$ cat config.mk
export PLATFORM = sky130hd
export DESIGN_NAME = tcw_sequencer
export DESIGN_NICKNAME = d
export VERILOG_FILES = /design/src/sv/tcw_pkg.sv /design/src/sv/tcw_sequencer.sv
export SDC_FILE = /design/constraint.sdc
export NUM_CORES = 1
export LEC_CHECK = 0
export BUFFER_PORTS_ARGS = -buffer_cell sky130_fd_sc_hd__buf_2
export CORE_MARGIN = 2
export CORE_UTILIZATION = 52
export DETAILED_ROUTE_END_ITERATION = 6
export GPL_TIMING_DRIVEN = 1
export PLACE_DENSITY = 0.79
export SETUP_SLACK_MARGIN = 0.1
export SYNTH_ARGS = -nofsm -noshare
export SYNTH_HDL_FRONTEND = slang
export SYNTH_SLANG_ARGS = --single-unit
$ cat constraint.sdc
create_clock -name clock -period 2.7 [get_ports clock]
set_clock_uncertainty 0.15 [all_clocks]
set_input_delay 0.405 -clock clock [delete_from_list [all_inputs] [get_ports clock]]
set_output_delay 0.405 -clock clock [all_outputs]
set_load 0.05 [all_outputs]
$ cat src/sv/tcw_pkg.sv
package tcw_pkg;

   // Default screen geometry.
   localparam int COLUMNS_DEF = 80;
   localparam int ROWS_DEF    = 25;

   // Field widths of the channels and of one stored entry.
   localparam int STORE_W    = 16;
   localparam int CHAR_W     = 8;
   localparam int COLOR_W    = 4;
   localparam int OP_W       = 2;
   localparam int ROW_PORT_W = 5;
   localparam int COL_PORT_W = 7;
   localparam int CSR_IDX_W  = 1;

   // Operation codes.
   localparam logic [OP_W-1:0] OP_PRINT      = 2'd0;
   localparam logic [OP_W-1:0] OP_SET_CURSOR = 2'd1;
   localparam logic [OP_W-1:0] OP_CLEAR      = 2'd2;
   localparam logic [OP_W-1:0] OP_READ       = 2'd3;

   // Character codes with a meaning of their own.
   localparam logic [CHAR_W-1:0] CH_NUL   = 8'd0;
   localparam logic [CHAR_W-1:0] CH_BS    = 8'd8;
   localparam logic [CHAR_W-1:0] CH_LF    = 8'd10;
   localparam logic [CHAR_W-1:0] CH_SPACE = 8'd32;

   // Configuration register indexes.
   localparam logic [CSR_IDX_W-1:0] REG_FG = 1'd0;
   localparam logic [CSR_IDX_W-1:0] REG_BG = 1'd1;

   // Steps of the microprogram.
   typedef enum logic [3:0] {
      ST_IDLE,
      ST_PUT,
      ST_NEWLINE,
      ST_CHECK,
      ST_SCROLL_RD,
      ST_SCROLL_WR,
      ST_BLANK,
      ST_CLEAR,
      ST_READ,
      ST_BS_MOVE,
      ST_BS_WRITE,
      ST_RESPOND
   } step_type;

   // Source of the data written to the frame store.
   typedef enum logic [2:0] {
      WD_NONE,
      WD_CHAR,
      WD_COPY,
      WD_BLANK,
      WD_FILL
   } wdata_sel_type;

   // Write address source.
   typedef enum logic {
      WA_CURSOR,
      WA_ADDR
   } waddr_sel_type;

   // Read address source.
   typedef enum logic [1:0] {
      RA_NONE,
      RA_ADDR,
      RA_NEXT_ROW
   } raddr_sel_type;

   typedef enum logic [1:0] {
      CUR_HOLD,
      CUR_INC,
      CUR_DEC
   } cursor_op_type;

   typedef enum logic [1:0] {
      ADDR_HOLD,
      ADDR_INC,
      ADDR_ZERO
   } addr_op_type;

   // Jump conditions.
   typedef enum logic [2:0] {
      C_DISPATCH,
      C_ALWAYS,
      C_MID_ROW,
      C_NO_SCROLL,
      C_COPY_MORE,
      C_FILL_MORE,
      C_OUT_BUSY
   } cond_type;

   // One control word of the microprogram.
   typedef struct packed {
      logic          take;
      wdata_sel_type wsel;
      waddr_sel_type asel;
      raddr_sel_type rsel;
      cursor_op_type cur_op;
      addr_op_type   addr_op;
      logic          load_rsp;
      cond_type      cond;
      step_type      jump_true;
      step_type      jump_false;
   } ctrl_type;

   // Flags that the datapath returns to the sequencer.
   typedef struct packed {
      logic              accept;
      logic [OP_W-1:0]   op;
      logic [CHAR_W-1:0] ch;
      logic              col_zero;
      logic              read_ok;
      logic              mid_row;
      logic              scroll;
      logic              copy_more;
      logic              fill_more;
      logic              out_busy;
   } status_type;

endpackage

$ cat src/sv/tcw_sequencer.sv
module tcw_sequencer (
   input  logic                clock,
   input  logic                reset,
   input  tcw_pkg::status_type status,
   output tcw_pkg::ctrl_type   ctrl
);

   tcw_pkg::step_type pc_ff;
   tcw_pkg::step_type pc_in;

   // Builds one control word.
   function automatic tcw_pkg::ctrl_type word(
      input logic                   take,
      input tcw_pkg::wdata_sel_type wsel,
      input tcw_pkg::waddr_sel_type asel,
      input tcw_pkg::raddr_sel_type rsel,
      input tcw_pkg::cursor_op_type cur_op,
      input tcw_pkg::addr_op_type   addr_op,
      input logic                   load_rsp,
      input tcw_pkg::cond_type      cond,
      input tcw_pkg::step_type      jt,
      input tcw_pkg::step_type      jf
   );
      tcw_pkg::ctrl_type w;
      w.take       = take;
      w.wsel       = wsel;
      w.asel       = asel;
      w.rsel       = rsel;
      w.cur_op     = cur_op;
      w.addr_op    = addr_op;
      w.load_rsp   = load_rsp;
      w.cond       = cond;
      w.jump_true  = jt;
      w.jump_false = jf;
      return w;
   endfunction

   // The microprogram, one control word per step.
   function automatic tcw_pkg::ctrl_type microcode(input tcw_pkg::step_type s);
      tcw_pkg::ctrl_type w;
      unique case (s)
         tcw_pkg::ST_IDLE: w = word(1'b1, tcw_pkg::WD_NONE, tcw_pkg::WA_ADDR,
            tcw_pkg::RA_NONE, tcw_pkg::CUR_HOLD, tcw_pkg::ADDR_HOLD, 1'b0,
            tcw_pkg::C_DISPATCH, tcw_pkg::ST_IDLE, tcw_pkg::ST_IDLE);
         tcw_pkg::ST_PUT: w = word(1'b0, tcw_pkg::WD_CHAR, tcw_pkg::WA_CURSOR,
            tcw_pkg::RA_NONE, tcw_pkg::CUR_INC, tcw_pkg::ADDR_HOLD, 1'b0,
            tcw_pkg::C_ALWAYS, tcw_pkg::ST_CHECK, tcw_pkg::ST_CHECK);
         tcw_pkg::ST_NEWLINE: w = word(1'b0, tcw_pkg::WD_CHAR, tcw_pkg::WA_CURSOR,
            tcw_pkg::RA_NONE, tcw_pkg::CUR_INC, tcw_pkg::ADDR_HOLD, 1'b0,
            tcw_pkg::C_MID_ROW, tcw_pkg::ST_NEWLINE, tcw_pkg::ST_CHECK);
         tcw_pkg::ST_CHECK: w = word(1'b0, tcw_pkg::WD_NONE, tcw_pkg::WA_ADDR,
            tcw_pkg::RA_NONE, tcw_pkg::CUR_HOLD, tcw_pkg::ADDR_ZERO, 1'b0,
            tcw_pkg::C_NO_SCROLL, tcw_pkg::ST_RESPOND, tcw_pkg::ST_SCROLL_RD);
         tcw_pkg::ST_SCROLL_RD: w = word(1'b0, tcw_pkg::WD_NONE, tcw_pkg::WA_ADDR,
            tcw_pkg::RA_NEXT_ROW, tcw_pkg::CUR_HOLD, tcw_pkg::ADDR_HOLD, 1'b0,
            tcw_pkg::C_ALWAYS, tcw_pkg::ST_SCROLL_WR, tcw_pkg::ST_SCROLL_WR);
         tcw_pkg::ST_SCROLL_WR: w = word(1'b0, tcw_pkg::WD_COPY, tcw_pkg::WA_ADDR,
            tcw_pkg::RA_NONE, tcw_pkg::CUR_HOLD, tcw_pkg::ADDR_INC, 1'b0,
            tcw_pkg::C_COPY_MORE, tcw_pkg::ST_SCROLL_RD, tcw_pkg::ST_BLANK);
         tcw_pkg::ST_BLANK: w = word(1'b0, tcw_pkg::WD_BLANK, tcw_pkg::WA_ADDR,
            tcw_pkg::RA_NONE, tcw_pkg::CUR_HOLD, tcw_pkg::ADDR_INC, 1'b0,
            tcw_pkg::C_FILL_MORE, tcw_pkg::ST_BLANK, tcw_pkg::ST_RESPOND);
         tcw_pkg::ST_CLEAR: w = word(1'b0, tcw_pkg::WD_FILL, tcw_pkg::WA_ADDR,
            tcw_pkg::RA_NONE, tcw_pkg::CUR_HOLD, tcw_pkg::ADDR_INC, 1'b0,
            tcw_pkg::C_FILL_MORE, tcw_pkg::ST_CLEAR, tcw_pkg::ST_RESPOND);
         tcw_pkg::ST_READ: w = word(1'b0, tcw_pkg::WD_NONE, tcw_pkg::WA_ADDR,
            tcw_pkg::RA_ADDR, tcw_pkg::CUR_HOLD, tcw_pkg::ADDR_HOLD, 1'b0,
            tcw_pkg::C_ALWAYS, tcw_pkg::ST_RESPOND, tcw_pkg::ST_RESPOND);
         tcw_pkg::ST_BS_MOVE: w = word(1'b0, tcw_pkg::WD_NONE, tcw_pkg::WA_CURSOR,
            tcw_pkg::RA_NONE, tcw_pkg::CUR_DEC, tcw_pkg::ADDR_HOLD, 1'b0,
            tcw_pkg::C_ALWAYS, tcw_pkg::ST_BS_WRITE, tcw_pkg::ST_BS_WRITE);
         tcw_pkg::ST_BS_WRITE: w = word(1'b0, tcw_pkg::WD_CHAR, tcw_pkg::WA_CURSOR,
            tcw_pkg::RA_NONE, tcw_pkg::CUR_HOLD, tcw_pkg::ADDR_HOLD, 1'b0,
            tcw_pkg::C_ALWAYS, tcw_pkg::ST_RESPOND, tcw_pkg::ST_RESPOND);
         tcw_pkg::ST_RESPOND: w = word(1'b0, tcw_pkg::WD_NONE, tcw_pkg::WA_ADDR,
            tcw_pkg::RA_NONE, tcw_pkg::CUR_HOLD, tcw_pkg::ADDR_HOLD, 1'b1,
            tcw_pkg::C_OUT_BUSY, tcw_pkg::ST_RESPOND, tcw_pkg::ST_IDLE);
         default: w = word(1'b0, tcw_pkg::WD_NONE, tcw_pkg::WA_ADDR,
            tcw_pkg::RA_NONE, tcw_pkg::CUR_HOLD, tcw_pkg::ADDR_HOLD, 1'b0,
            tcw_pkg::C_ALWAYS, tcw_pkg::ST_IDLE, tcw_pkg::ST_IDLE);
      endcase
      return w;
   endfunction

   // Entry step of the routine for a newly accepted transaction.
   function automatic tcw_pkg::step_type dispatch(input tcw_pkg::status_type st);
      tcw_pkg::step_type s;
      unique case (st.op)
         tcw_pkg::OP_PRINT: begin
            if (st.ch == tcw_pkg::CH_NUL) begin
               s = tcw_pkg::ST_RESPOND;
            end else if (st.ch == tcw_pkg::CH_BS) begin
               s = st.col_zero ? tcw_pkg::ST_RESPOND : tcw_pkg::ST_BS_MOVE;
            end else if (st.ch == tcw_pkg::CH_LF) begin
               s = tcw_pkg::ST_NEWLINE;
            end else begin
               s = tcw_pkg::ST_PUT;
            end
         end
         tcw_pkg::OP_SET_CURSOR: s = tcw_pkg::ST_RESPOND;
         tcw_pkg::OP_CLEAR:      s = tcw_pkg::ST_CLEAR;
         tcw_pkg::OP_READ:       s = st.read_ok ? tcw_pkg::ST_READ : tcw_pkg::ST_RESPOND;
         default:                s = tcw_pkg::ST_RESPOND;
      endcase
      return s;
   endfunction

   // Next step: dispatch, or a two-way jump on the selected condition.
   always_comb begin
      pc_in = pc_ff;
      unique case (ctrl.cond)
         tcw_pkg::C_DISPATCH: begin
            if (status.accept) begin
               pc_in = dispatch(status);
            end
         end
         tcw_pkg::C_ALWAYS:    pc_in = ctrl.jump_true;
         tcw_pkg::C_MID_ROW:   pc_in = status.mid_row ? ctrl.jump_true : ctrl.jump_false;
         tcw_pkg::C_NO_SCROLL: pc_in = !status.scroll ? ctrl.jump_true : ctrl.jump_false;
         tcw_pkg::C_COPY_MORE: pc_in = status.copy_more ? ctrl.jump_true : ctrl.jump_false;
         tcw_pkg::C_FILL_MORE: pc_in = status.fill_more ? ctrl.jump_true : ctrl.jump_false;
         tcw_pkg::C_OUT_BUSY:  pc_in = status.out_busy ? ctrl.jump_true : ctrl.jump_false;
         default:              pc_in = tcw_pkg::ST_IDLE;
      endcase
   end

   // Control word of the current step.
   always_comb begin
      ctrl = microcode(pc_ff);
   end

   // After reset the clearing routine sweeps the frame store.
   always_ff @(posedge clock) begin
      if (reset) begin
         pc_ff <= tcw_pkg::ST_CLEAR;
      end else begin
         pc_ff <= pc_in;
      end
   end

endmodule

==> flow_metrics.env, run 1 <==
export IMPL_syn_area_um2=1577
export IMPL_nNetsFinal=247
export IMPL_crit_type="reg2reg"
export IMPL_cts_root_buf="clkbuf_4"
export IMPL_grt_max_degree=22
export IMPL_cts_buffers=3
export IMPL_maxCapViolCount=0
export IMPL_yosysMostFrequentCell="dfxtp_1"
export IMPL_worstPathRequired_ns=2.82
export IMPL_max_slew_margin_pct=66.08
export IMPL_ys_warn_count=0
export IMPL_worst_r2r_cell_count=10
export IMPL_die_x_um=59.06
export IMPL_synth_top_area_share_pct=34.29
export IMPL_critPathMaxFanout=11
export IMPL_finalSetupTns_ns=0
export IMPL_die_area_um2=3488
export IMPL_fin_cells=252
export IMPL_via_count=1535
export IMPL_portBuffers=42
export IMPL_ys_seq_area_share_pct=34.29
export IMPL_ant_nets=0
export IMPL_synthArstFlopShare_pct=0
export IMPL_hpwl_um=3056
export IMPL_status="finished clean"
export IMPL_syn_num_nets=191
export IMPL_rsz0062_at_grt="true"
export IMPL_synth_main_ff_cell="dfxtp_1"
export IMPL_ys_types=61
export IMPL_crit_path_start="ctrl[9]"
export IMPL_final_max_slew_violation_count=0
export IMPL_die_h_um=59.06
export IMPL_cp_endpoint="ctrl[0]"
export IMPL_holdCritStartpoint="reset"
export IMPL_drtIter0Drc=123
export IMPL_cts_tree="yes"
export IMPL_gp_congestion=0.9550
export IMPL_cts_sinks=27
export IMPL_ys_seq_elements=27
export IMPL_grt_overflow_total=0
export IMPL_drt_first_pass_iters=4
export IMPL_worstHoldPathType="in2reg"
export IMPL_reg2reg_from="ctrl[9]"
export IMPL_hold_violations=0
export IMPL_layout_drive_gt1_share_pct=40.72
export IMPL_powerDensity_nw_per_um2=1536
export IMPL_setup_viol=0
export IMPL_routed_via_density=6.091
export IMPL_worstReg2RegEnd="ctrl[0]"
export IMPL_synth_top_area_cell="dfxtp_1"
export IMPL_cp_arrival_ns=2.66
export IMPL_ys_top_cells_by_area="dfxtp_1 34%, mux2i_1 6.3%, ha_1 4.0%"
export IMPL_core_area_um2=2829
export IMPL_postSynthCellCount=166
export IMPL_max_freq_mhz=392.3
export IMPL_placed_cells=239
export IMPL_antenna_cells=0
export IMPL_drc=0
export IMPL_io_pins=43
export IMPL_p_leak_uw=0.0008914
export IMPL_p_total_uw=3039
export IMPL_clock_latency_ns=0.33
export IMPL_cts_max_level=1
export IMPL_area_growth_pct=25.48
export IMPL_ys_top_cells_by_count="27 x dfxtp_1, 12 x nand2_1, 11 x nor2_1, 10 x mux2i_1, 9 x inv_1"
export IMPL_crit_path_end_kind="flop"
export IMPL_synth_edf_count=0
export IMPL_routedWlPerCell_um=17.33
export IMPL_grt_pass1_vias=1417
export IMPL_synth_avg_cell_area_um2=9.497
export IMPL_period_share_pct=94.40
export IMPL_drt_wl_total_um=4366
export IMPL_start_kind="flop"
export IMPL_grt_pass1_wl_um=6782
export IMPL_rows=19
export IMPL_vdd_drop_max_mv=0.8357
export IMPL_cts_max_path_buffers=2
export IMPL_reg2reg_slack_ns=0.15
export IMPL_clkTransAtPathRegs_ns=0.14
export IMPL_grt_usage_pct=25.26
export IMPL_start_util_pct=55.73
export IMPL_antenna_found_initial=0
export IMPL_post_route_min_period_ns=2.549
export IMPL_n_fill_cell=223
export IMPL_worst_pin_slew_ns=0.5018
[cell type report]
type                       count  area [um2]  area share (%)
multi-input combinational    121       994.7           50.28
tap                           31       38.79           1.961
clock inverter                 1       5.005          0.2530
inverter                      12       45.04           2.277
timing repair buffer          57       320.3           16.19
clock buffer                   3       22.52           1.139
sequential                    27       551.8           27.89
[power breakdown]
group | switching [uW] | internal, uW | total, uW
clock network | 118 | 55.7 | 174
registers | 144 | 578 | 723
logic | 1330 | 816 | 2140
total | 1590 | 1450 | 3040
[cell usage in the layout, fill, tap and decap left out, types with 2 or more instances in the layout]
master    Yosys  final
nand2_1      12     12
inv_2         3      4
nand3_1       2      2
o21a_1        2      2
o22ai_1       4      4
clkbuf_4      0      4
nor3_1        7      7
mux2i_1      10      9
buf_4         2     13
or2_0         2      2
a21oi_1       4      4
o21ai_0       2      2
and3_1        2      2
o211ai_1      2      2
nand2b_1      4      4
buf_2         1     43
o31ai_2       1      2
a221oi_1      3      3
nor2b_1       2      2
a31oi_1       4      3
ha_1          5      4
inv_1         9      8
dfxtp_4       0      3
and2_1        2      2
o211a_1       2      2
nor2_1       11     11
dfxtp_1      27     24
a32oi_1       2      2
[worst min path at each step]
| stage | endpoint | slack (ns) | cells past startpoint |
|---|---|---|---|
| final | ctrl[3] | 0.21 | 3 |
| after global routing | ctrl[3] | 0.22 | 3 |
| after CTS | ctrl[3] | 0.22 | 3 |
| after detailed placement | pc_ff[0] | 0.36 | 2 |
| after global placement | pc_ff[0] | 0.35 | 2 |
| after floorplan | pc_ff[0] | 0.32 | 2 |
[layer usage]
metal,part of all wire [%],GRT usage [%],wire (um),vias to the layer above
met2,52,42.70,2255,71
met3,4.7,1.965,207,15
met1,41,33.51,1786,710
met5,0,0,0,-
li1,-,-,-,739
met4,2.7,9.740,116,0
[critical path, stage by stage, from the launching register on]
cell and delay, ns:
dfxtp_4 0.42, or3_1 0.40, a31oi_2 0.20, a21boi_2 0.26
o31ai_4 0.08, nand3_2 0.12, inv_1 0.10, ha_4 0.30
inv_1 0.07, mux2_2 0.26, o22ai_1 0.14
[state kept, by name, summed over array words and instances, names as in the netlist]
register and count:
pc_ff 4, ctrl 23
[metrics by stage]
step                      util, %  cell area (um2)  setup slack [ns]  hold slack, ns
after floorplan                 -             1585            0.1114          0.3235
after CTS                   67.23             1902            0.1390          0.2233
after global routing        69.92             1978           0.06589          0.2193
after global placement      64.53             1826            0.1538          0.3451
final                       69.92             1978            0.1512          0.2092
after detailed placement    64.53             1826           0.04236          0.3617
[cells by family (layout without fill, tap and decap cells)]
family,Yosys count,after routing,synth area share (%)
buffers and inverters,18,73,6.269
adder cells (fa/ha/maj),5,5,3.968
multiplexers,11,11,7.064
flip-flops,27,27,34.29
AO/OA/AOI/OAI,46,46,26.43
AND/OR/NAND/NOR,59,59,21.98
[timing repair]
item                       4_1_cts  5_1_grt
setup endpoints to repair        1        5
hold endpoints to repair         0        0
buffers inserted                 3        6
cloned                           0        0
pin swaps                        0        1
resized for setup                5        5
hold buffers                     0        0
Note: power is estimated with default switching activity, not from simulation.
==> run 2, diff against run 1 <==
- MAX_ROUTING_LAYER: default -> met4
- clock period: 2.7 -> 2.9 ns (I/O delays scaled with it)
==> run 2 against run 1 <==
Power is 16% lower. Core utilization decreased by 4.8 points. Non-clock buffer count is 11 lower. Combinational power fell by 20%.
==> flow_metrics.env, run 2 (synthesis results as in run 1) <==
export IMPL_vdd_drop_max_mv=0.9188
export IMPL_postCtsHoldBufs=0
export IMPL_p_comb_share_pct=67.1
export IMPL_rsz0062_at_grt="true"
export IMPL_pwr_share_seq_pct=26.9
export IMPL_grt_pass1_vias=1372
export IMPL_fin_util_pct=65.10
export IMPL_crit_path_end_kind="flop"
export IMPL_powerDensity_nw_per_um2=1391
export IMPL_clkPwrFrac_pct=6.0
export IMPL_use_met3_pct=2.183
export IMPL_drt_wl_total_um=3861
export IMPL_core_area_um2=2829
export IMPL_hold_violations=0
export IMPL_routedWlPerCell_um=16.02
export IMPL_switching_share_pct=53.42
export IMPL_intPower_uw=1193
export IMPL_via_count=1455
export IMPL_maxCapViolCount=0
export IMPL_crit_type="reg2reg"
export IMPL_layout_common_cells="42 x buf_2, 24 x dfxtp_1, 12 x nand2_1"
export IMPL_cts_buffers=3
export IMPL_clkTransAtPathRegs_ns=0.14
export IMPL_worstPathRequired_ns=3.00
export IMPL_holdCritStartpoint="reset"
export IMPL_io_pins=43
export IMPL_setup_viol=0
export IMPL_grt_overflow_total=0
export IMPL_cts_max_path_buffers=2
export IMPL_worstReg2RegEnd="ctrl[0]"
export IMPL_reg2reg_from="ctrl[9]"
export IMPL_worst_pin_slew_ns=0.5813
export IMPL_cts_tree="yes"
export IMPL_gr_usage_met2_pct=39.68
export IMPL_die_area_um2=3488
export IMPL_layout_commonest_cell="buf_2"
export IMPL_status="finished clean"
export IMPL_n_fill_cell=232
export IMPL_ant_nets=0
export IMPL_whs_path_depth=3
export IMPL_die_h_um=59.06
export IMPL_min_to="ctrl[3]"
export IMPL_rows=19
export IMPL_start_kind="flop"
export IMPL_grt_met1_usage_pct=29.89
export IMPL_max_slew_margin_pct=60.83
export IMPL_max_freq_mhz=372.7
export IMPL_post_route_min_period_ns=2.683
export IMPL_finalSetupTns_ns=0
export IMPL_cts_max_level=1
export IMPL_antenna_cells=0
export IMPL_cts_root_buf="clkbuf_4"
export IMPL_p_leak_uw=0.0008372
export IMPL_area_growth_pct=16.83
export IMPL_worstHoldPathType="in2reg"
export IMPL_power_switching_uw=1369
export IMPL_grt_usage_pct=23.78
export IMPL_start_util_pct=55.73
export IMPL_grt_max_degree=22
export IMPL_clock_latency_ns=0.32
export IMPL_drtIter0Drc=158
export IMPL_nNetsFinal=236
export IMPL_period_share_pct=92.52
export IMPL_hpwl_um=3022
export IMPL_reg2reg_slack_ns=0.22
export IMPL_grt_busiest_layer="met2"
export IMPL_grt_pass1_wl_um=6265
export IMPL_portBuffers=42
export IMPL_largest_register_ffs=23
export IMPL_drt_first_pass_iters=4
export IMPL_layout_drive_gt1_share_pct=35.24
export IMPL_worst_r2r_cell_count=11
export IMPL_routed_via_density=6.037
export IMPL_antenna_found_initial=0
export IMPL_cts_sinks=27
export IMPL_critPathMaxFanout=11
export IMPL_die_x_um=59.06
export IMPL_gp_congestion=0.9805
export IMPL_final_max_slew_violation_count=0
export IMPL_drc=0
export IMPL_cp_arrival_ns=2.78
==> run 2: routing by layer <==
metal	vias up	share of wire, %
met5	-	0
met4	0	2.1
met3	10	3.8
met2	41	51
met1	692	43
li1	712	-
==> run 2: worst max-delay path, cell delays in order (launching register included) <==
cell and delay, ns:
dfxtp_2 0.40, buf_4 0.19, and2b_1 0.17, o211a_1 0.14, a221o_1 0.34, o31ai_4 0.32, nand3_2 0.15, inv_1 0.11
ha_1 0.19, inv_1 0.07, mux2_2 0.26, o22ai_1 0.12
==> run 2: what timing repair did <==
action                     4_1_cts  5_1_grt
setup endpoints to repair        0        5
resized for setup                0        4
buffers inserted                 0        0
==> run 2: layout make-up <==
cell class	count	area, um2	share of cell area (%)
clock inverters	1	5.005	0.2717
flip-flops and latches	27	549.3	29.82
inverters	12	45.04	2.446
multi-input cells	121	940.9	51.09
clock buffers	3	22.52	1.223
repair buffers	46	240.2	13.04
well taps	31	38.79	2.106
==> run 2: power groups by stage <==
stage / Sequential, uW / Combinational [uW] / Clock, uW
after global placement: 682 / 1680 / 0
after CTS: 679 / 1710 / 161
final: 689 / 1720 / 155
after floorplan: 1030 / 1010 / 0
after detailed placement: 687 / 1700 / 0
after global routing: 712 / 1840 / 171
==> run 2: worst max-delay path by stage <==
stage | to | slack [ns] | cells after the start | from
after floorplan | ctrl[0] | 0.11 | 11 | ctrl[9]
after global placement | ctrl[0] | 0.27 | 10 | ctrl[8]
after detailed placement | ctrl[0] | 0.21 | 11 | ctrl[9]
after CTS | ctrl[0] | 0.16 | 11 | ctrl[9]
after global routing | ctrl[8] | 0.09 | 11 | ctrl[9]
final | ctrl[0] | 0.22 | 11 | ctrl[9]
==> run 2: stage by stage <==
stage          hold WS (ns)  std cells  total power [uW]  setup WS (ns)  area (um2)
5_1_grt              0.2361        241              2718        0.09292        1842
4_1_cts              0.2351        241              2550         0.1581        1832
2_1_floorplan        0.3235        166              2044         0.1106        1579
6_report             0.2384        241              2562         0.2168        1842
3_3_place_gp         0.3547        237              2367         0.2715        1804
3_5_place_dp         0.3621        237              2383         0.2146        1804
==> run 3, diff against run 2 <==
- clock period: 2.9 -> 2.5 ns (I/O delays scaled with it)
==> run 3 against run 2 <==
Count of clock-buffer cells in the layout unchanged. Combinational power grew 48%. Via count rose by 12%. Non-clock buffer count up 19. Worst hold slack lost 0.085 ns. Critical path type unchanged. Critical endpoint is now ctrl[19]. Highest routed layer unchanged.
==> flow_metrics.env, run 3 (synthesis results as in run 1) <==
export IMPL_status="finished clean"
export IMPL_drt_wl_total_um=5017
export IMPL_post_route_min_period_ns=2.455
export IMPL_rsz0062_at_grt="true"
export IMPL_hpwl_um=3469
export IMPL_period_share_pct=98.20
export IMPL_whs_path_depth=3
export IMPL_cts_tree="yes"
export IMPL_cts_buffers=3
export IMPL_maxCapViolCount=0
export IMPL_layout_drive_gt1_share_pct=49.78
export IMPL_holdCritStartpoint="reset"
export IMPL_reg2reg_slack_ns=0.04
export IMPL_cts_max_level=1
export IMPL_die_x_um=59.06
export IMPL_placed_cell_area_um2=1891
export IMPL_layout_commonest_cell="buf_2"
export IMPL_crit_path_end_kind="flop"
export IMPL_hold_violations=0
export IMPL_critPathMaxFanout=11
export IMPL_layout_common_cells="43 x buf_2, 24 x dfxtp_1, 18 x buf_4"
export IMPL_final_max_slew_violation_count=0
export IMPL_antenna_cells=0
export IMPL_start_util_pct=55.73
export IMPL_routedWlPerCell_um=19.30
export IMPL_reg2reg_from="ctrl[9]"
export IMPL_grt_pass1_vias=1560
export IMPL_cp_arrival_ns=2.54
export IMPL_cts_root_buf="clkbuf_4"
export IMPL_clock_latency_ns=0.34
export IMPL_setup_viol=0
export IMPL_area_growth_pct=36.75
export IMPL_ant_nets=0
export IMPL_largest_register_ffs=23
export IMPL_worst_r2r_cell_count=10
export IMPL_grt_overflow_total=0
export IMPL_grt_usage_pct=27.89
export IMPL_vdd_drop_max_mv=1.100
export IMPL_die_h_um=59.06
export IMPL_grt_max_degree=16
export IMPL_start_kind="flop"
export IMPL_n_fill_cell=191
export IMPL_grt_pass1_wl_um=7058
export IMPL_cts_max_path_buffers=2
export IMPL_worst_pin_slew_ns=0.4601
export IMPL_io_pins=43
export IMPL_antenna_found_initial=0
export IMPL_min_to="ctrl[3]"
export IMPL_cts_sinks=27
export IMPL_worstReg2RegEnd="ctrl[19]"
export IMPL_crit_type="reg2reg"
export IMPL_via_count=1630
export IMPL_core_area_um2=2829
export IMPL_p_leak_uw=0.0009493
export IMPL_holdWs_ns=0.1535
export IMPL_powerDensity_nw_per_um2=1631
export IMPL_die_area_um2=3488
export IMPL_final_area_um2=2156
export IMPL_drc=0
export IMPL_worstPathRequired_ns=2.59
export IMPL_routed_via_density=6.269
export IMPL_worstHoldPathType="in2reg"
export IMPL_rows=19
export IMPL_max_freq_mhz=407.3
export IMPL_max_slew_margin_pct=69.25
export IMPL_crit_path_start="ctrl[9]"
export IMPL_drtIter0Drc=188
export IMPL_portBuffers=42
export IMPL_drt_first_pass_iters=4
export IMPL_clkTransAtPathRegs_ns=0.14
export IMPL_nNetsFinal=255
export IMPL_gp_congestion=0.9171
run 3: worst max-delay path by stage:
| stage | to | cells past startpoint |
|---|---|---|
| floorplan | ctrl[0] | 10 |
| global placement | ctrl[0] | 11 |
| detailed placement | ctrl[8] | 10 |
| CTS | ctrl[0] | 10 |
| global route | ctrl[19] | 10 |
| finish | ctrl[19] | 10 |
run 3: final cells by class:
class / count / area, um2 / area share [%]
well taps: 31 / 38.79 / 1.799
clock inverters: 1 / 5.005 / 0.2322
repair buffers: 65 / 404.1 / 18.75
multi-input cells: 121 / 1089 / 50.49
flip-flops and latches: 27 / 551.8 / 25.59
inverters: 12 / 45.04 / 2.089
clock buffers: 3 / 22.52 / 1.045
run 3: layer usage:
layer	global-route usage (%)	wire (um)	vias to the layer above
li1	-	-	750
met1	30.52	1846	787
met2	48.73	2733	74
met3	2.620	250	19
met4	16.56	187	0
met5	-	0	-
run 3: worst max-delay path: stages (launching register included):
cell,delay (ns)
dfxtp_4,0.45
mux2i_4,0.28
nor3_1,0.10
a221o_1,0.31
o31ai_4,0.23
nand3_2,0.17
buf_4,0.17
buf_4,0.14
ha_1,0.19
inv_1,0.08
a221oi_2,0.06
run 3: where the power goes:
part,internal [uW],switching (uW),total [uW]
Combinational,1000,1530,2540
Clock,60.4,133,193
Sequential,624,164,788
run 3: per-stage QoR:
step | TNS (ns) | cells | setup WS [ns] | utilization, % | total power [uW]
3_3_place_gp | 0 | 244 | 0.09957 | 66.83 | 2895
6_report | 0 | 260 | 0.04488 | 76.21 | 3517
5_1_grt | 0 | 260 | 0.006921 | 76.21 | 3693
3_5_place_dp | -0.02298 | 244 | -0.02298 | 66.83 | 2980
4_1_cts | 0 | 251 | 0.06753 | 68.73 | 3194
2_1_floorplan | 0 | 166 | 0.004981 | - | 2426
run 3: timing repair:
item	in CTS	in global routing
gates resized for setup	1	26
hold buffers	0	0
pin swaps	0	2
setup buffers	3	9
endpoints found under the setup margin	5	11
