--- config.mk ---
export PLATFORM = sky130hd
export DESIGN_NAME = tcw_datapath
export DESIGN_NICKNAME = d
export VERILOG_FILES = /design/src/sv/tcw_pkg.sv /design/src/sv/tcw_datapath.sv
export SDC_FILE = /design/constraint.sdc
export NUM_CORES = 1
export LEC_CHECK = 0
export BUFFER_PORTS_ARGS = -buffer_cell sky130_fd_sc_hd__clkbuf_2
export CAP_MARGIN = 30
export CORE_MARGIN = 2
export CORE_UTILIZATION = 55
export DETAILED_ROUTE_END_ITERATION = 6
export PLACE_DENSITY = 0.86
export SYNTH_ARGS = -nofsm -noshare
export SYNTH_HDL_FRONTEND = slang
export SYNTH_SLANG_ARGS = --single-unit
--- constraint.sdc ---
create_clock -name clock -period 4.03 [get_ports clock]
set_input_delay 0.6045 -clock clock [delete_from_list [all_inputs] [get_ports clock]]
set_output_delay 0.6045 -clock clock [all_outputs]
set_load 0.1 [all_outputs]
--- src/sv/tcw_pkg.sv ---
package tcw_pkg;

   // Default screen geometry.
   localparam int COLUMNS_DEF = 80;
   localparam int ROWS_DEF    = 25;

   // Field widths of the channels and of one stored entry.
   localparam int STORE_W    = 16;
   localparam int CHAR_W     = 8;
   localparam int COLOR_W    = 4;
   localparam int OP_W       = 2;
   localparam int ROW_PORT_W = 5;
   localparam int COL_PORT_W = 7;
   localparam int CSR_IDX_W  = 1;

   // Operation codes.
   localparam logic [OP_W-1:0] OP_PRINT      = 2'd0;
   localparam logic [OP_W-1:0] OP_SET_CURSOR = 2'd1;
   localparam logic [OP_W-1:0] OP_CLEAR      = 2'd2;
   localparam logic [OP_W-1:0] OP_READ       = 2'd3;

   // Character codes with a meaning of their own.
   localparam logic [CHAR_W-1:0] CH_NUL   = 8'd0;
   localparam logic [CHAR_W-1:0] CH_BS    = 8'd8;
   localparam logic [CHAR_W-1:0] CH_LF    = 8'd10;
   localparam logic [CHAR_W-1:0] CH_SPACE = 8'd32;

   // Configuration register indexes.
   localparam logic [CSR_IDX_W-1:0] REG_FG = 1'd0;
   localparam logic [CSR_IDX_W-1:0] REG_BG = 1'd1;

   // Steps of the microprogram.
   typedef enum logic [3:0] {
      ST_IDLE,
      ST_PUT,
      ST_NEWLINE,
      ST_CHECK,
      ST_SCROLL_RD,
      ST_SCROLL_WR,
      ST_BLANK,
      ST_CLEAR,
      ST_READ,
      ST_BS_MOVE,
      ST_BS_WRITE,
      ST_RESPOND
   } step_type;

   // Source of the data written to the frame store.
   typedef enum logic [2:0] {
      WD_NONE,
      WD_CHAR,
      WD_COPY,
      WD_BLANK,
      WD_FILL
   } wdata_sel_type;

   // Write address source.
   typedef enum logic {
      WA_CURSOR,
      WA_ADDR
   } waddr_sel_type;

   // Read address source.
   typedef enum logic [1:0] {
      RA_NONE,
      RA_ADDR,
      RA_NEXT_ROW
   } raddr_sel_type;

   typedef enum logic [1:0] {
      CUR_HOLD,
      CUR_INC,
      CUR_DEC
   } cursor_op_type;

   typedef enum logic [1:0] {
      ADDR_HOLD,
      ADDR_INC,
      ADDR_ZERO
   } addr_op_type;

   // Jump conditions.
   typedef enum logic [2:0] {
      C_DISPATCH,
      C_ALWAYS,
      C_MID_ROW,
      C_NO_SCROLL,
      C_COPY_MORE,
      C_FILL_MORE,
      C_OUT_BUSY
   } cond_type;

   // One control word of the microprogram.
   typedef struct packed {
      logic          take;
      wdata_sel_type wsel;
      waddr_sel_type asel;
      raddr_sel_type rsel;
      cursor_op_type cur_op;
      addr_op_type   addr_op;
      logic          load_rsp;
      cond_type      cond;
      step_type      jump_true;
      step_type      jump_false;
   } ctrl_type;

   // Flags that the datapath returns to the sequencer.
   typedef struct packed {
      logic              accept;
      logic [OP_W-1:0]   op;
      logic [CHAR_W-1:0] ch;
      logic              col_zero;
      logic              read_ok;
      logic              mid_row;
      logic              scroll;
      logic              copy_more;
      logic              fill_more;
      logic              out_busy;
   } status_type;

endpackage

--- src/sv/tcw_datapath.sv ---
module tcw_datapath #(
   parameter int COLUMNS = tcw_pkg::COLUMNS_DEF,
   parameter int ROWS    = tcw_pkg::ROWS_DEF,
   parameter int ADDR_W  = $clog2(COLUMNS * ROWS)
) (
   input  logic                            clock,
   input  logic                            reset,
   // Input transaction fields
   input  logic                            req_tvalid,
   output logic                            req_tready,
   input  logic [tcw_pkg::OP_W-1:0]        req_opcode,
   input  logic [tcw_pkg::CHAR_W-1:0]      req_char,
   input  logic [tcw_pkg::ROW_PORT_W-1:0]  req_row,
   input  logic [tcw_pkg::COL_PORT_W-1:0]  req_col,
   input  logic [tcw_pkg::COLOR_W-1:0]     req_clear_bg,
   // Configuration writes
   input  logic                            csr_we,
   input  logic [tcw_pkg::CSR_IDX_W-1:0]   csr_index,
   input  logic [tcw_pkg::COLOR_W-1:0]     csr_wdata,
   // Sequencer
   input  tcw_pkg::ctrl_type               ctrl,
   output tcw_pkg::status_type             status,
   // Frame store
   output logic                            mem_we,
   output logic [ADDR_W-1:0]               mem_waddr,
   output logic [tcw_pkg::STORE_W-1:0]     mem_wdata,
   output logic                            mem_re,
   output logic [ADDR_W-1:0]               mem_raddr,
   input  logic [tcw_pkg::STORE_W-1:0]     mem_rdata,
   // Result transaction fields
   output logic                            rsp_tvalid,
   input  logic                            rsp_tready,
   output logic [tcw_pkg::ROW_PORT_W-1:0]  rsp_row,
   output logic [tcw_pkg::COL_PORT_W-1:0]  rsp_col,
   output logic [tcw_pkg::STORE_W-1:0]     rsp_value
);

   localparam int CELLS = COLUMNS * ROWS;
   localparam int ROW_W = $clog2(ROWS);
   localparam int COL_W = $clog2(COLUMNS);

   logic [ROW_W-1:0]                 row_ff, row_in;
   logic [COL_W-1:0]                 col_ff, col_in;
   logic                             scroll_ff, scroll_in;
   logic [ADDR_W-1:0]                addr_ff, addr_in;
   logic [tcw_pkg::CHAR_W-1:0]       char_ff, char_in;
   logic [tcw_pkg::COLOR_W-1:0]      clr_bg_ff, clr_bg_in;
   logic [tcw_pkg::COLOR_W-1:0]      fg_ff, fg_in;
   logic [tcw_pkg::COLOR_W-1:0]      bg_ff, bg_in;
   logic                             read_sel_ff, read_sel_in;
   logic                             silent_ff, silent_in;
   logic                             rsp_valid_ff, rsp_valid_in;
   logic [tcw_pkg::ROW_PORT_W-1:0]   rsp_row_ff, rsp_row_in;
   logic [tcw_pkg::COL_PORT_W-1:0]   rsp_col_ff, rsp_col_in;
   logic [tcw_pkg::STORE_W-1:0]      rsp_value_ff, rsp_value_in;

   logic              accept;
   logic              row_ok;
   logic              col_ok;
   logic              col_last;
   logic              row_last;
   logic              out_busy;
   logic              rsp_load;
   logic [ADDR_W-1:0] cursor_addr;
   logic [ADDR_W-1:0] target_addr;

   // Handshake and flags.
   assign req_tready  = ctrl.take;
   assign accept      = req_tvalid && ctrl.take;
   assign row_ok      = 32'(req_row) < 32'(ROWS);
   assign col_ok      = 32'(req_col) < 32'(COLUMNS);
   assign col_last    = col_ff == COL_W'(COLUMNS - 1);
   assign row_last    = row_ff == ROW_W'(ROWS - 1);
   assign out_busy    = rsp_valid_ff && !rsp_tready;
   assign rsp_load    = ctrl.load_rsp && !out_busy && !silent_ff;

   // Linear addresses of the cursor and of the requested position.
   assign cursor_addr = ADDR_W'(row_ff) * ADDR_W'(COLUMNS) + ADDR_W'(col_ff);
   assign target_addr = ADDR_W'(req_row) * ADDR_W'(COLUMNS) + ADDR_W'(req_col);

   always_comb begin
      status.accept    = accept;
      status.op        = req_opcode;
      status.ch        = req_char;
      status.col_zero  = col_ff == '0;
      status.read_ok   = row_ok && col_ok;
      status.mid_row   = !col_last;
      status.scroll    = scroll_ff;
      status.copy_more = addr_ff != ADDR_W'(CELLS - COLUMNS - 1);
      status.fill_more = addr_ff != ADDR_W'(CELLS - 1);
      status.out_busy  = out_busy;
   end

   // Frame store access driven by the control word.
   always_comb begin
      mem_we = ctrl.wsel != tcw_pkg::WD_NONE;
      unique case (ctrl.wsel)
         tcw_pkg::WD_CHAR:  mem_wdata = {bg_ff, fg_ff, char_ff};
         tcw_pkg::WD_COPY:  mem_wdata = mem_rdata;
         tcw_pkg::WD_BLANK: mem_wdata = {bg_ff, {tcw_pkg::COLOR_W{1'b0}}, tcw_pkg::CH_NUL};
         tcw_pkg::WD_FILL:  mem_wdata = {clr_bg_ff, {tcw_pkg::COLOR_W{1'b0}}, tcw_pkg::CH_NUL};
         default:           mem_wdata = '0;
      endcase
      mem_waddr = (ctrl.asel == tcw_pkg::WA_CURSOR) ? cursor_addr : addr_ff;
      mem_re    = ctrl.rsel != tcw_pkg::RA_NONE;
      mem_raddr = (ctrl.rsel == tcw_pkg::RA_NEXT_ROW) ? addr_ff + ADDR_W'(COLUMNS) : addr_ff;
   end

   // Next values of the working registers.
   always_comb begin
      row_in       = row_ff;
      col_in       = col_ff;
      scroll_in    = scroll_ff;
      addr_in      = addr_ff;
      char_in      = char_ff;
      clr_bg_in    = clr_bg_ff;
      fg_in        = fg_ff;
      bg_in        = bg_ff;
      read_sel_in  = read_sel_ff;
      silent_in    = silent_ff;
      rsp_valid_in = rsp_valid_ff;
      rsp_row_in   = rsp_row_ff;
      rsp_col_in   = rsp_col_ff;
      rsp_value_in = rsp_value_ff;

      // Cursor movement; a wrap off the last row flags a scroll.
      unique case (ctrl.cur_op)
         tcw_pkg::CUR_INC: begin
            if (col_last) begin
               col_in    = '0;
               scroll_in = row_last;
               if (!row_last) begin
                  row_in = row_ff + ROW_W'(1);
               end
            end else begin
               col_in    = col_ff + COL_W'(1);
               scroll_in = 1'b0;
            end
         end
         tcw_pkg::CUR_DEC: col_in = col_ff - COL_W'(1);
         default: ;
      endcase

      // Sweep address.
      unique case (ctrl.addr_op)
         tcw_pkg::ADDR_INC:  addr_in = addr_ff + ADDR_W'(1);
         tcw_pkg::ADDR_ZERO: addr_in = '0;
         default: ;
      endcase

      // Capture of a new transaction.
      if (accept) begin
         silent_in   = 1'b0;
         read_sel_in = (req_opcode == tcw_pkg::OP_READ) && row_ok && col_ok;
         if (req_char == tcw_pkg::CH_LF) begin
            char_in = tcw_pkg::CH_SPACE;
         end else if (req_char == tcw_pkg::CH_BS) begin
            char_in = tcw_pkg::CH_NUL;
         end else begin
            char_in = req_char;
         end
         unique case (req_opcode)
            tcw_pkg::OP_SET_CURSOR: begin
               row_in = row_ok ? ROW_W'(req_row) : ROW_W'(ROWS - 1);
               col_in = col_ok ? COL_W'(req_col) : COL_W'(COLUMNS - 1);
            end
            tcw_pkg::OP_CLEAR: begin
               row_in    = '0;
               col_in    = '0;
               addr_in   = '0;
               clr_bg_in = req_clear_bg;
            end
            tcw_pkg::OP_READ: addr_in = target_addr;
            default: ;
         endcase
      end

      // Colour registers.
      if (csr_we) begin
         unique case (csr_index)
            tcw_pkg::REG_FG: fg_in = csr_wdata;
            tcw_pkg::REG_BG: bg_in = csr_wdata;
            default: ;
         endcase
      end

      // Output register: it frees the sequencer while a result waits.
      if (rsp_load) begin
         rsp_valid_in = 1'b1;
         rsp_row_in   = tcw_pkg::ROW_PORT_W'(row_ff);
         rsp_col_in   = tcw_pkg::COL_PORT_W'(col_ff);
         rsp_value_in = read_sel_ff ? mem_rdata : '0;
      end else if (rsp_tready) begin
         rsp_valid_in = 1'b0;
      end
   end

   // Control state; the sweep address and fill colour also take part in the reset clear.
   always_ff @(posedge clock) begin
      if (reset) begin
         row_ff       <= '0;
         col_ff       <= '0;
         scroll_ff    <= 1'b0;
         addr_ff      <= '0;
         clr_bg_ff    <= '0;
         fg_ff        <= '0;
         bg_ff        <= '0;
         read_sel_ff  <= 1'b0;
         silent_ff    <= 1'b1;
         rsp_valid_ff <= 1'b0;
      end else begin
         row_ff       <= row_in;
         col_ff       <= col_in;
         scroll_ff    <= scroll_in;
         addr_ff      <= addr_in;
         clr_bg_ff    <= clr_bg_in;
         fg_ff        <= fg_in;
         bg_ff        <= bg_in;
         read_sel_ff  <= read_sel_in;
         silent_ff    <= silent_in;
         rsp_valid_ff <= rsp_valid_in;
      end
   end

   // Payload registers.
   always_ff @(posedge clock) begin
      char_ff      <= char_in;
      rsp_row_ff   <= rsp_row_in;
      rsp_col_ff   <= rsp_col_in;
      rsp_value_ff <= rsp_value_in;
   end

   assign rsp_tvalid = rsp_valid_ff;
   assign rsp_row    = rsp_row_ff;
   assign rsp_col    = rsp_col_ff;
   assign rsp_value  = rsp_value_ff;

endmodule

==> flow_summary_export.csv, run 1 <==
group,metric,value,unit
clock_network,numCtsBuffers,9,
synth,syn_area,4890,sq um
detailed_routing,wl_per_cell,16.5,um
worst_setup_path,slowest_stage,"clkbuf_2",
flow_run,cap_violations,0,
global_routing,grt_overflow_total,0,
synth,ys_warn_count,0,
timing,rsz0062_at_grt,"no",
finish,multi_input_area,2680,sq um
timing,drv_slew,0,
clock_network,htreeDepth,3,
finish,fillers,763,
worst_setup_path,crit_chain,"ha_1 -> ha_1 -> fa_1 -> xor2_1 -> o2111ai_1 -> xnor3_1 -> mux2i_2 -> clkbuf_2",
worst_setup_path,required,3.43,ns
synth,yosys-top-cells-area,"edfxtp_1, dfxtp_1, ha_1, a22oi_1, mux2i_1",
clock_network,hold_buffers,0,
pwr,pwr-share-seq,41.6,%
die,initial_core_util,56.3,%
synth,synth_area_leader_cell,"edfxtp_1",
worst_setup_path,critPathKind,"flop to output port",
pwr,ir_drop,0.281,mV
timing,hold_viol,0,
worst_setup_path,path_buf_inv,1,
finish,syn2layout_area_growth,17.4,%
hold_path,worstHoldStart,"silent_ff",
die,die_h,98.3,um
timing,min_period,3.71,ns
clock_network,cts-root-buf,"clkbuf_8",
worst_setup_path,crit_family,"adder cells",
detailed_routing,vias,4404,
timing,slew_headroom,45.2,%
placement,place_area,5550,sq um
clock_network,clock_path_buffers,2,
placement,gp_congestion,0.875,
placement,hpwl,9760,um
clock_network,clk_pin_slew_worst_paths,0.08,ns
detailed_routing,drc,0,
worst_setup_path,startpoint,"row_ff[1]",
clock_network,clock_sinks,75,
global_routing,grt_pass1_vias,4206,
synth,synth_top_family_by_area,"simple AND/OR/NAND/NOR gates",
synth,synth_compound_area_share,15.8,%
clock_network,worstSkewPairLatency,0.34,ns
clock_network,cts_resized,0,
pwr,power_frac_comb,31.0,%
clock_network,post_cts.repair.setup_buffers,0,
finish,diodes,0,
pwr,p_int,1.28,mW
pwr,p_leak,2.62,nW
worst_setup_path,max_stage_delay,0.48,ns
pwr,switchingPower,0.826,mW
synth,syn_inst,534,
die,die_w,98.3,um
worst_setup_path,cp_max_fo,7,
run_status,status,"complete, no violations",
synth,synth-adder-area-share,9.83,%
detailed_routing,drtIter0Drc,271,
synth,synth-edff-count,36,
timing,max_freq,0.269,GHz
die,ios,163,
synth,synth-main-ff-cell,"dfxtp_1",
die,die-area,9660,sq um
finish,mostFrequentLayoutCell,"clkbuf_2",
synth,yosys.area_share.xor_xnor,4.40,%
synth,synth_area_per_cell,9.16,sq um
finish,fin_area,5740,sq um
global_routing,grt_max_degree,39,
synth,synthSimpleGateAreaFrac,20.1,%
synth,async_flop_share,0,%
die,core.rowCount,34,
global_routing,grt_pass1_wl,19900,um
timing,tns,0,ns
finish,final_cell_mix,"clkbuf_2, nand2_1, dfxtp_1",
synth,synthMuxAreaShare,4.63,%
finish,layout.nets,759,
detailed_routing,route.antenna.remaining_nets,0,
hold_path,hold_class,"flop to flop",
timing,min_period_over_period,92.1,%
global_routing,grt_antenna_before_repair,0,
synth,synth_cell_types,58,
global_routing,track_usage,25.1,%
pwr,power-per-cell-area,367,nW/um^2
detailed_routing,wirelength,12500,um
worst_setup_path,worstSetupStartpointType,"flop",
finish,seqCellArea,1860,sq um
timing,skew,0.00866,ns
worst_setup_path,cp_common_cell,"ha_1",
synth,yosysTopAreaCellShare,22.1,%
detailed_routing,dr.pass1.iters,5,
placement,io_buffers,151,
pwr,switching_share,39.2,%
worst_setup_path,endpoint_kind,"output port",
timing,setup_viol,0,
detailed_routing,viasPerCell,5.79,
pwr,p_clk_share,27.5,%
worst_setup_path,reg2reg_from,"col_ff[0]",
worst_setup_path,critPathArrivalTime,3.11,ns
timing,max_slew.worst_pin.slew,0.820,ns
synth,ys_seq_elements,75,
die,core,8680,sq um
synth,synth_fp_nets,645,
clock_network,cts_tree,"done",
synth,yosysSeqAreaShare,38.1,%
finish,drive_gt1_share,27.6,%
[per-stage QoR]
stage / hold slack [ns] / instances / utilization (%) / worst slack [ns] / power (mW)
CTS: 0.450 / 761 / 66.2 / 0.317 / 2.11
floorplan: 0.415 / 534 / - / 0.0653 / 1.41
finish: 0.451 / 761 / 66.2 / 0.318 / 2.11
global route: 0.445 / 761 / 66.2 / 0.147 / 2.19
global placement: 0.430 / 745 / 63.9 / 0.726 / 1.52
detailed placement: 0.439 / 745 / 63.9 / 0.698 / 1.54
[registers in the layout, summed over array words and instances, names as in the netlist, 4 cells and up]
signal,cells
char_ff,8
col_ff,7
clr_bg_ff,4
bg_ff,4
rsp_row,5
row_ff,5
fg_ff,4
rsp_col,7
rsp_value,16
addr_ff,11
[Yosys cell counts, drive strengths merged, types with 8 or more instances]
cell type  count
a21oi         26
a22oi         23
and2          20
buf           21
clkbuf        30
dfxtp         39
edfxtp        36
ha            32
inv           24
mux2i         17
nand2         40
nand2b        12
nand3         12
nor2          37
nor2b          8
nor3          13
o21ai         30
xnor2         10
xor2          12
[metal layers]
layer	GRT usage (%)	wire (um)	up-vias
met4	7.17	244	0
met3	4.58	787	22
met2	43.2	6290	193
met1	32.4	5200	2062
met5	0	0	-
li1	-	-	2127
[area by class of cell]
class,count,area share (%)
repair buffers,154,13.6
clock buffers,10,2.22
inverters,24,1.57
well taps,108,2.35
flip-flops and latches,75,32.4
multi-input cells,384,46.7
clock inverters,6,1.13
[logic make-up (layout without fill, tap and decap cells)]
family          count (synthesis)  after routing
simple gates                  185            185
compound gates                118            118
flops                          75             75
buf+inv                        75            194
fa+ha+maj                      36             36
xor+xnor                       23             23
mux                            22             22
[power by group through the flow]
stage	Combinational, mW	Sequential, mW	Clock, mW
CTS	0.648	0.874	0.583
global route	0.689	0.880	0.616
finish	0.652	0.875	0.579
floorplan	0.477	0.931	0
detailed placement	0.647	0.892	0
global placement	0.629	0.889	0
[worst register-to-register path, delay by kind of cell, from the launching register on]
family / cells / cell delay, ns
compound gates: 2 / 0.52
fa+ha+maj: 1 / 0.26
simple gates: 2 / 0.41
flops: 1 / 0.53
buf+inv: 1 / 0.18
[final timing paths]
check	endpoint	slack (ns)	cells after the start
max	mem_waddr[10]	0.32	8
max reg2reg	col_ff[6]	1.99	6
min reg2reg	silent_ff	0.45	2
min	silent_ff	0.45	2
No activity file was read; power rests on OpenSTA's default activity.
==> run 2, diff against run 1 <==
==> config.mk (replaced) <==
export PLATFORM = sky130hd
export DESIGN_NAME = tcw_datapath
export DESIGN_NICKNAME = d
export VERILOG_FILES = /design/src/sv/tcw_pkg.sv /design/src/sv/tcw_datapath.sv
export SDC_FILE = /design/constraint.sdc
export NUM_CORES = 1
export LEC_CHECK = 0
export CAP_MARGIN = 30
export CORE_UTILIZATION = 55
export DETAILED_ROUTE_END_ITERATION = 6
export DONT_BUFFER_PORTS = 1
export PLACE_DENSITY = 0.7
export SYNTH_ARGS = -nofsm -noshare
export SYNTH_HDL_FRONTEND = slang
export SYNTH_SLANG_ARGS = --single-unit
==> flow_summary_export.csv, run 2 (synthesis results as in run 1) <==
group,metric,value,unit
timing,min_period,3.57,ns
global_routing,use_met3,6.48,%
finish,seqCellArea,1860,sq um
global_routing,grt_pass1_vias,3546,
die,die-area,9270,sq um
worst_setup_path,worstSetupStartpointType,"flop",
timing,drv_slew,0,
clock_network,numCtsBuffers,9,
run_status,status,"complete, no violations",
placement,gp_congestion,0.837,
detailed_routing,route.antenna.remaining_nets,0,
finish,diodes,0,
hold_path,hold_class,"input port to flop",
timing,max_slew.worst_pin.slew,0.960,ns
worst_setup_path,reg2reg_from,"rsp_tvalid",
die,initial_core_util,56.3,%
finish,layout.nets,649,
finish,fin_area,5500,sq um
worst_setup_path,cp_max_fo,7,
finish,syn2layout_area_growth,12.4,%
clock_network,clock_path_buffers,2,
timing,setup_viol,0,
finish,fillers,734,
finish,multi_input_area,2810,sq um
worst_setup_path,reg2reg_slack,1.72,ns
worst_setup_path,endpoint_kind,"output port",
global_routing,track_usage,25.5,%
worst_setup_path,r2r_end,"rsp_row[0]",
detailed_routing,viasPerCell,6.12,
pwr,ir_drop,0.198,mV
worst_setup_path,reg2regPathDepth,5,
placement,io_buffers,0,
global_routing,use_met2,38.2,%
detailed_routing,vias,3984,
timing,rsz0062_at_grt,"no",
pwr,power-per-cell-area,374,nW/um^2
finish,largest_reg_flops,16,
clock_network,post_cts.repair.setup_buffers,0,
global_routing,grt_max_degree,40,
global_routing,grt_overflow_total,0,
timing,slew_headroom,35.9,%
finish,final_core_util,63.4,%
worst_setup_path,startpoint,"row_ff[3]",
detailed_routing,wirelength,11800,um
global_routing,grt.busiest_layer,"met2",
die,die_h,96.3,um
placement,place_area,5290,sq um
clock_network,worstSkewPairLatency,0.35,ns
timing,tns,0,ns
detailed_routing,drc,0,
clock_network,clock_sinks,75,
clock_network,cts_tree,"done",
worst_setup_path,critPathCapture,"mem_waddr[10]",
die,core,8680,sq um
die,core.rowCount,34,
placement,place_inst,634,
die,ios,163,
detailed_routing,drtIter0Drc,210,
clock_network,cts-root-buf,"clkbuf_8",
clock_network,cts_resized,0,
finish,mostFrequentLayoutCell,"nand2_1",
timing,min_period_over_period,88.6,%
global_routing,grt_antenna_before_repair,0,
finish,final_cell_mix,"nand2_1, dfxtp_1, buf_4",
worst_setup_path,critPathArrivalTime,2.96,ns
timing,hold_viol,0,
finish,drive_gt1_share,18.6,%
pwr,p_leak,2.26,nW
detailed_routing,dr.pass1.iters,5,
clock_network,clk_pin_slew_worst_paths,0.08,ns
global_routing,grt_pass1_wl,17900,um
placement,hpwl,8910,um
timing,skew,0.0124,ns
clock_network,htreeDepth,3,
worst_setup_path,required,3.43,ns
worst_setup_path,critPathKind,"flop to output port",
timing,max_freq,0.280,GHz
flow_run,cap_violations,0,
clock_network,hold_buffers,0,
global_routing,use_met1,35.8,%
detailed_routing,wl_per_cell,18.1,um
finish,fin_cells,651,
die,die_w,96.3,um
## run 2: changes by cell type in the layout (fill, tap and decap cells not counted), sizes merged
cell / previous run / this run
clkbuf: 161 / 11
buf: 3 / 44
clkinv: 3 / 2
clkinvlp: 1 / 0
inv: 25 / 26
## run 2: per-stage QoR
stage	setup WS, ns	hold slack, ns	power (mW)
2_1_floorplan	0.0653	0.415	1.41
3_3_place_gp	0.896	0.444	1.45
3_5_place_dp	0.825	0.445	1.47
4_1_cts	0.432	0.306	2.07
5_1_grt	0.247	0.304	2.14
6_report	0.461	0.321	2.06
## run 2: critical path, cell delays in order, from the launching register on
cell and delay [ns]:
dfxtp_1 0.47, ha_1 0.29, ha_1 0.23, fa_1 0.38
xor2_1 0.25, o2111ai_1 0.18, xnor3_1 0.38, mux2i_2 0.15
buf_4 0.31
## run 2: power breakdown
| group | internal [mW] | switching [mW] | leakage, nW | total [mW] |
|---|---|---|---|---|
| sequential | 0.833 | 0.101 | 0.659 | 0.935 |
| clock | 0.308 | 0.290 | 0.104 | 0.598 |
| combinational | 0.166 | 0.359 | 1.49 | 0.524 |
## run 2: layout make-up
type,count,share of cell area (%)
multi-input combinational,384,51.1
sequential,75,33.9
timing repair buffer,44,7.21
clock buffer,11,2.57
tap,108,2.46
inverter,24,1.64
clock inverter,5,1.12
## run 2: routing by layer
| layer | wire, um | up-vias | share of wire [%] |
|---|---|---|---|
| met4 | 212 | 0 | 1.8 |
| li1 | - | 1904 | - |
| met2 | 5550 | 151 | 47 |
| met3 | 966 | 20 | 8.2 |
| met1 | 5080 | 1909 | 43 |
| met5 | 0 | - | 0 |
## run 2: how the worst min path moves through the flow
stage	from	end	slack [ns]	cells past startpoint
6_report	reset	scroll_ff	0.32	1
5_1_grt	reset	scroll_ff	0.30	1
4_1_cts	reset	scroll_ff	0.31	1
3_5_place_dp	bg_ff[1]	bg_ff[1]	0.45	2
3_3_place_gp	bg_ff[1]	bg_ff[1]	0.44	2
2_1_floorplan	silent_ff	silent_ff	0.41	2
==> run 3, diff against run 2 <==
--- a/config.mk
+++ b/config.mk
@@ -6,6 +6,7 @@
 export NUM_CORES = 1
 export LEC_CHECK = 0
 export CAP_MARGIN = 30
+export CORE_MARGIN = 2
 export CORE_UTILIZATION = 55
 export DETAILED_ROUTE_END_ITERATION = 6
 export DONT_BUFFER_PORTS = 1
==> flow_summary_export.csv, run 3 (synthesis results as in run 1) <==
group,metric,value,unit
worst_setup_path,crit_family,"adder cells",
clock_network,post_cts.repair.setup_buffers,0,
pwr,ir_drop,0.200,mV
die,die-area,9660,sq um
pwr,power,2.05,mW
clock_network,numCtsBuffers,9,
finish,fin_cells,651,
worst_setup_path,path_buf_inv,1,
placement,gp_congestion,0.855,
finish,multi_input_area,2810,sq um
global_routing,use_met1,34.3,%
die,die_w,98.3,um
clock_network,worstSkewPairLatency,0.36,ns
worst_setup_path,cp_common_cell,"ha_1",
worst_setup_path,startpoint,"row_ff[3]",
worst_setup_path,cp_max_fo,7,
finish,mostFrequentLayoutCell,"nand2_1",
timing,max_slew.worst_pin.slew,0.961,ns
detailed_routing,wirelength,12400,um
timing,hold_viol,0,
detailed_routing,wl_per_cell,19.1,um
global_routing,grt_max_degree,40,
placement,hpwl,9310,um
global_routing,use_met2,41.0,%
finish,final_cell_mix,"nand2_1, dfxtp_1, buf_4",
detailed_routing,dr.pass1.iters,5,
pwr,p_leak,2.25,nW
global_routing,grt_overflow_total,0,
worst_setup_path,critPathKind,"flop to output port",
die,core,8680,sq um
detailed_routing,drc,0,
finish,syn2layout_area_growth,12.2,%
detailed_routing,viasPerCell,6.15,
global_routing,track_usage,25.4,%
clock_network,htreeDepth,3,
clock_network,cts_resized,0,
finish,fin_area,5490,sq um
die,core.rowCount,34,
placement,io_buffers,0,
clock_network,hold_buffers,0,
worst_setup_path,endpoint_kind,"output port",
timing,min_period,3.60,ns
global_routing,use_met3,7.09,%
timing,max_freq,0.278,GHz
die,ios,163,
worst_setup_path,crit_chain,"ha_1 -> ha_1 -> fa_1 -> xor2_1 -> o2111ai_1 -> xnor3_1 -> mux2i_2 -> buf_4",
worst_setup_path,critPathArrivalTime,3.00,ns
finish,layout.nets,649,
worst_setup_path,worstSetupStartpointType,"flop",
run_status,status,"complete, no violations",
global_routing,grt.busiest_layer,"met2",
clock_network,clock_sinks,75,
pwr,power-per-cell-area,374,nW/um^2
hold_path,hold_class,"input port to flop",
global_routing,grt_pass1_wl,19700,um
timing,drv_slew,0,
timing,setup_slack,0.430,ns
clock_network,clk_pin_slew_worst_paths,0.08,ns
finish,seqCellArea,1860,sq um
timing,tns,0,ns
worst_setup_path,max_stage_delay,0.46,ns
clock_network,cts-root-buf,"clkbuf_8",
global_routing,grt_pass1_vias,3815,
worst_setup_path,slowest_stage,"dfxtp_1",
finish,fillers,748,
finish,drive_gt1_share,18.6,%
die,die_h,98.3,um
finish,largest_reg_flops,16,
hold_path,worstHoldStart,"reset",
timing,setup_viol,0,
worst_setup_path,reg2reg_from,"rsp_tvalid",
die,initial_core_util,56.3,%
global_routing,grt_antenna_before_repair,0,
finish,diodes,0,
flow_run,cap_violations,0,
timing,rsz0062_at_grt,"no",
timing,slew_headroom,35.9,%
clock_network,clock_path_buffers,2,
timing,skew,0.0155,ns
clock_network,cts_tree,"done",
detailed_routing,vias,4005,
placement,place_inst,634,
detailed_routing,drtIter0Drc,198,
worst_setup_path,required,3.43,ns
placement,dpl_worst_slack,0.779,ns
timing,min_period_over_period,89.3,%
placement,place_area,5290,sq um
detailed_routing,route.antenna.remaining_nets,0,
run 3: cell count changes in the layout (fill, tap and decap cells not counted):
| cell | previous run | this run |
|---|---|---|
| clkbuf_8 | 10 | 9 |
| clkinv_2 | 1 | 2 |
| clkinv_4 | 1 | 0 |
| clkinvlp_4 | 0 | 1 |
run 3: worst paths after layout:
check / to / slack, ns / cells past startpoint
min reg2reg: silent_ff / 0.46 / 2
max: mem_waddr[10] / 0.43 / 8
max reg2reg: rsp_col[2] / 1.69 / 5
min: scroll_ff / 0.32 / 1
run 3: per-stage QoR:
stage | hold slack (ns) | util, %
floorplan | 0.415 | -
global placement | 0.444 | 60.0
detailed placement | 0.450 | 60.9
CTS | 0.299 | 63.1
global route | 0.295 | 63.2
finish | 0.318 | 63.2
run 3: layout make-up:
cell class / instances / area share (%)
Multi-Input combinational cell: 384 / 51.2
Sequential cell: 75 / 33.9
Timing Repair Buffer: 44 / 7.23
Tap cell: 108 / 2.46
Clock buffer: 10 / 2.33
Inverter: 24 / 1.64
Clock inverter: 6 / 1.19
run 3: power by group:
part,internal (mW),switching (mW),total [mW]
Sequential,0.833,0.101,0.935
Clock,0.289,0.301,0.590
Combinational,0.165,0.360,0.525
run 3: metal layers:
metal,vias up,part of all wire [%]
met5,-,0
met4,0,0.63
met3,8,8.6
met2,172,49
met1,1925,42
li1,1900,-
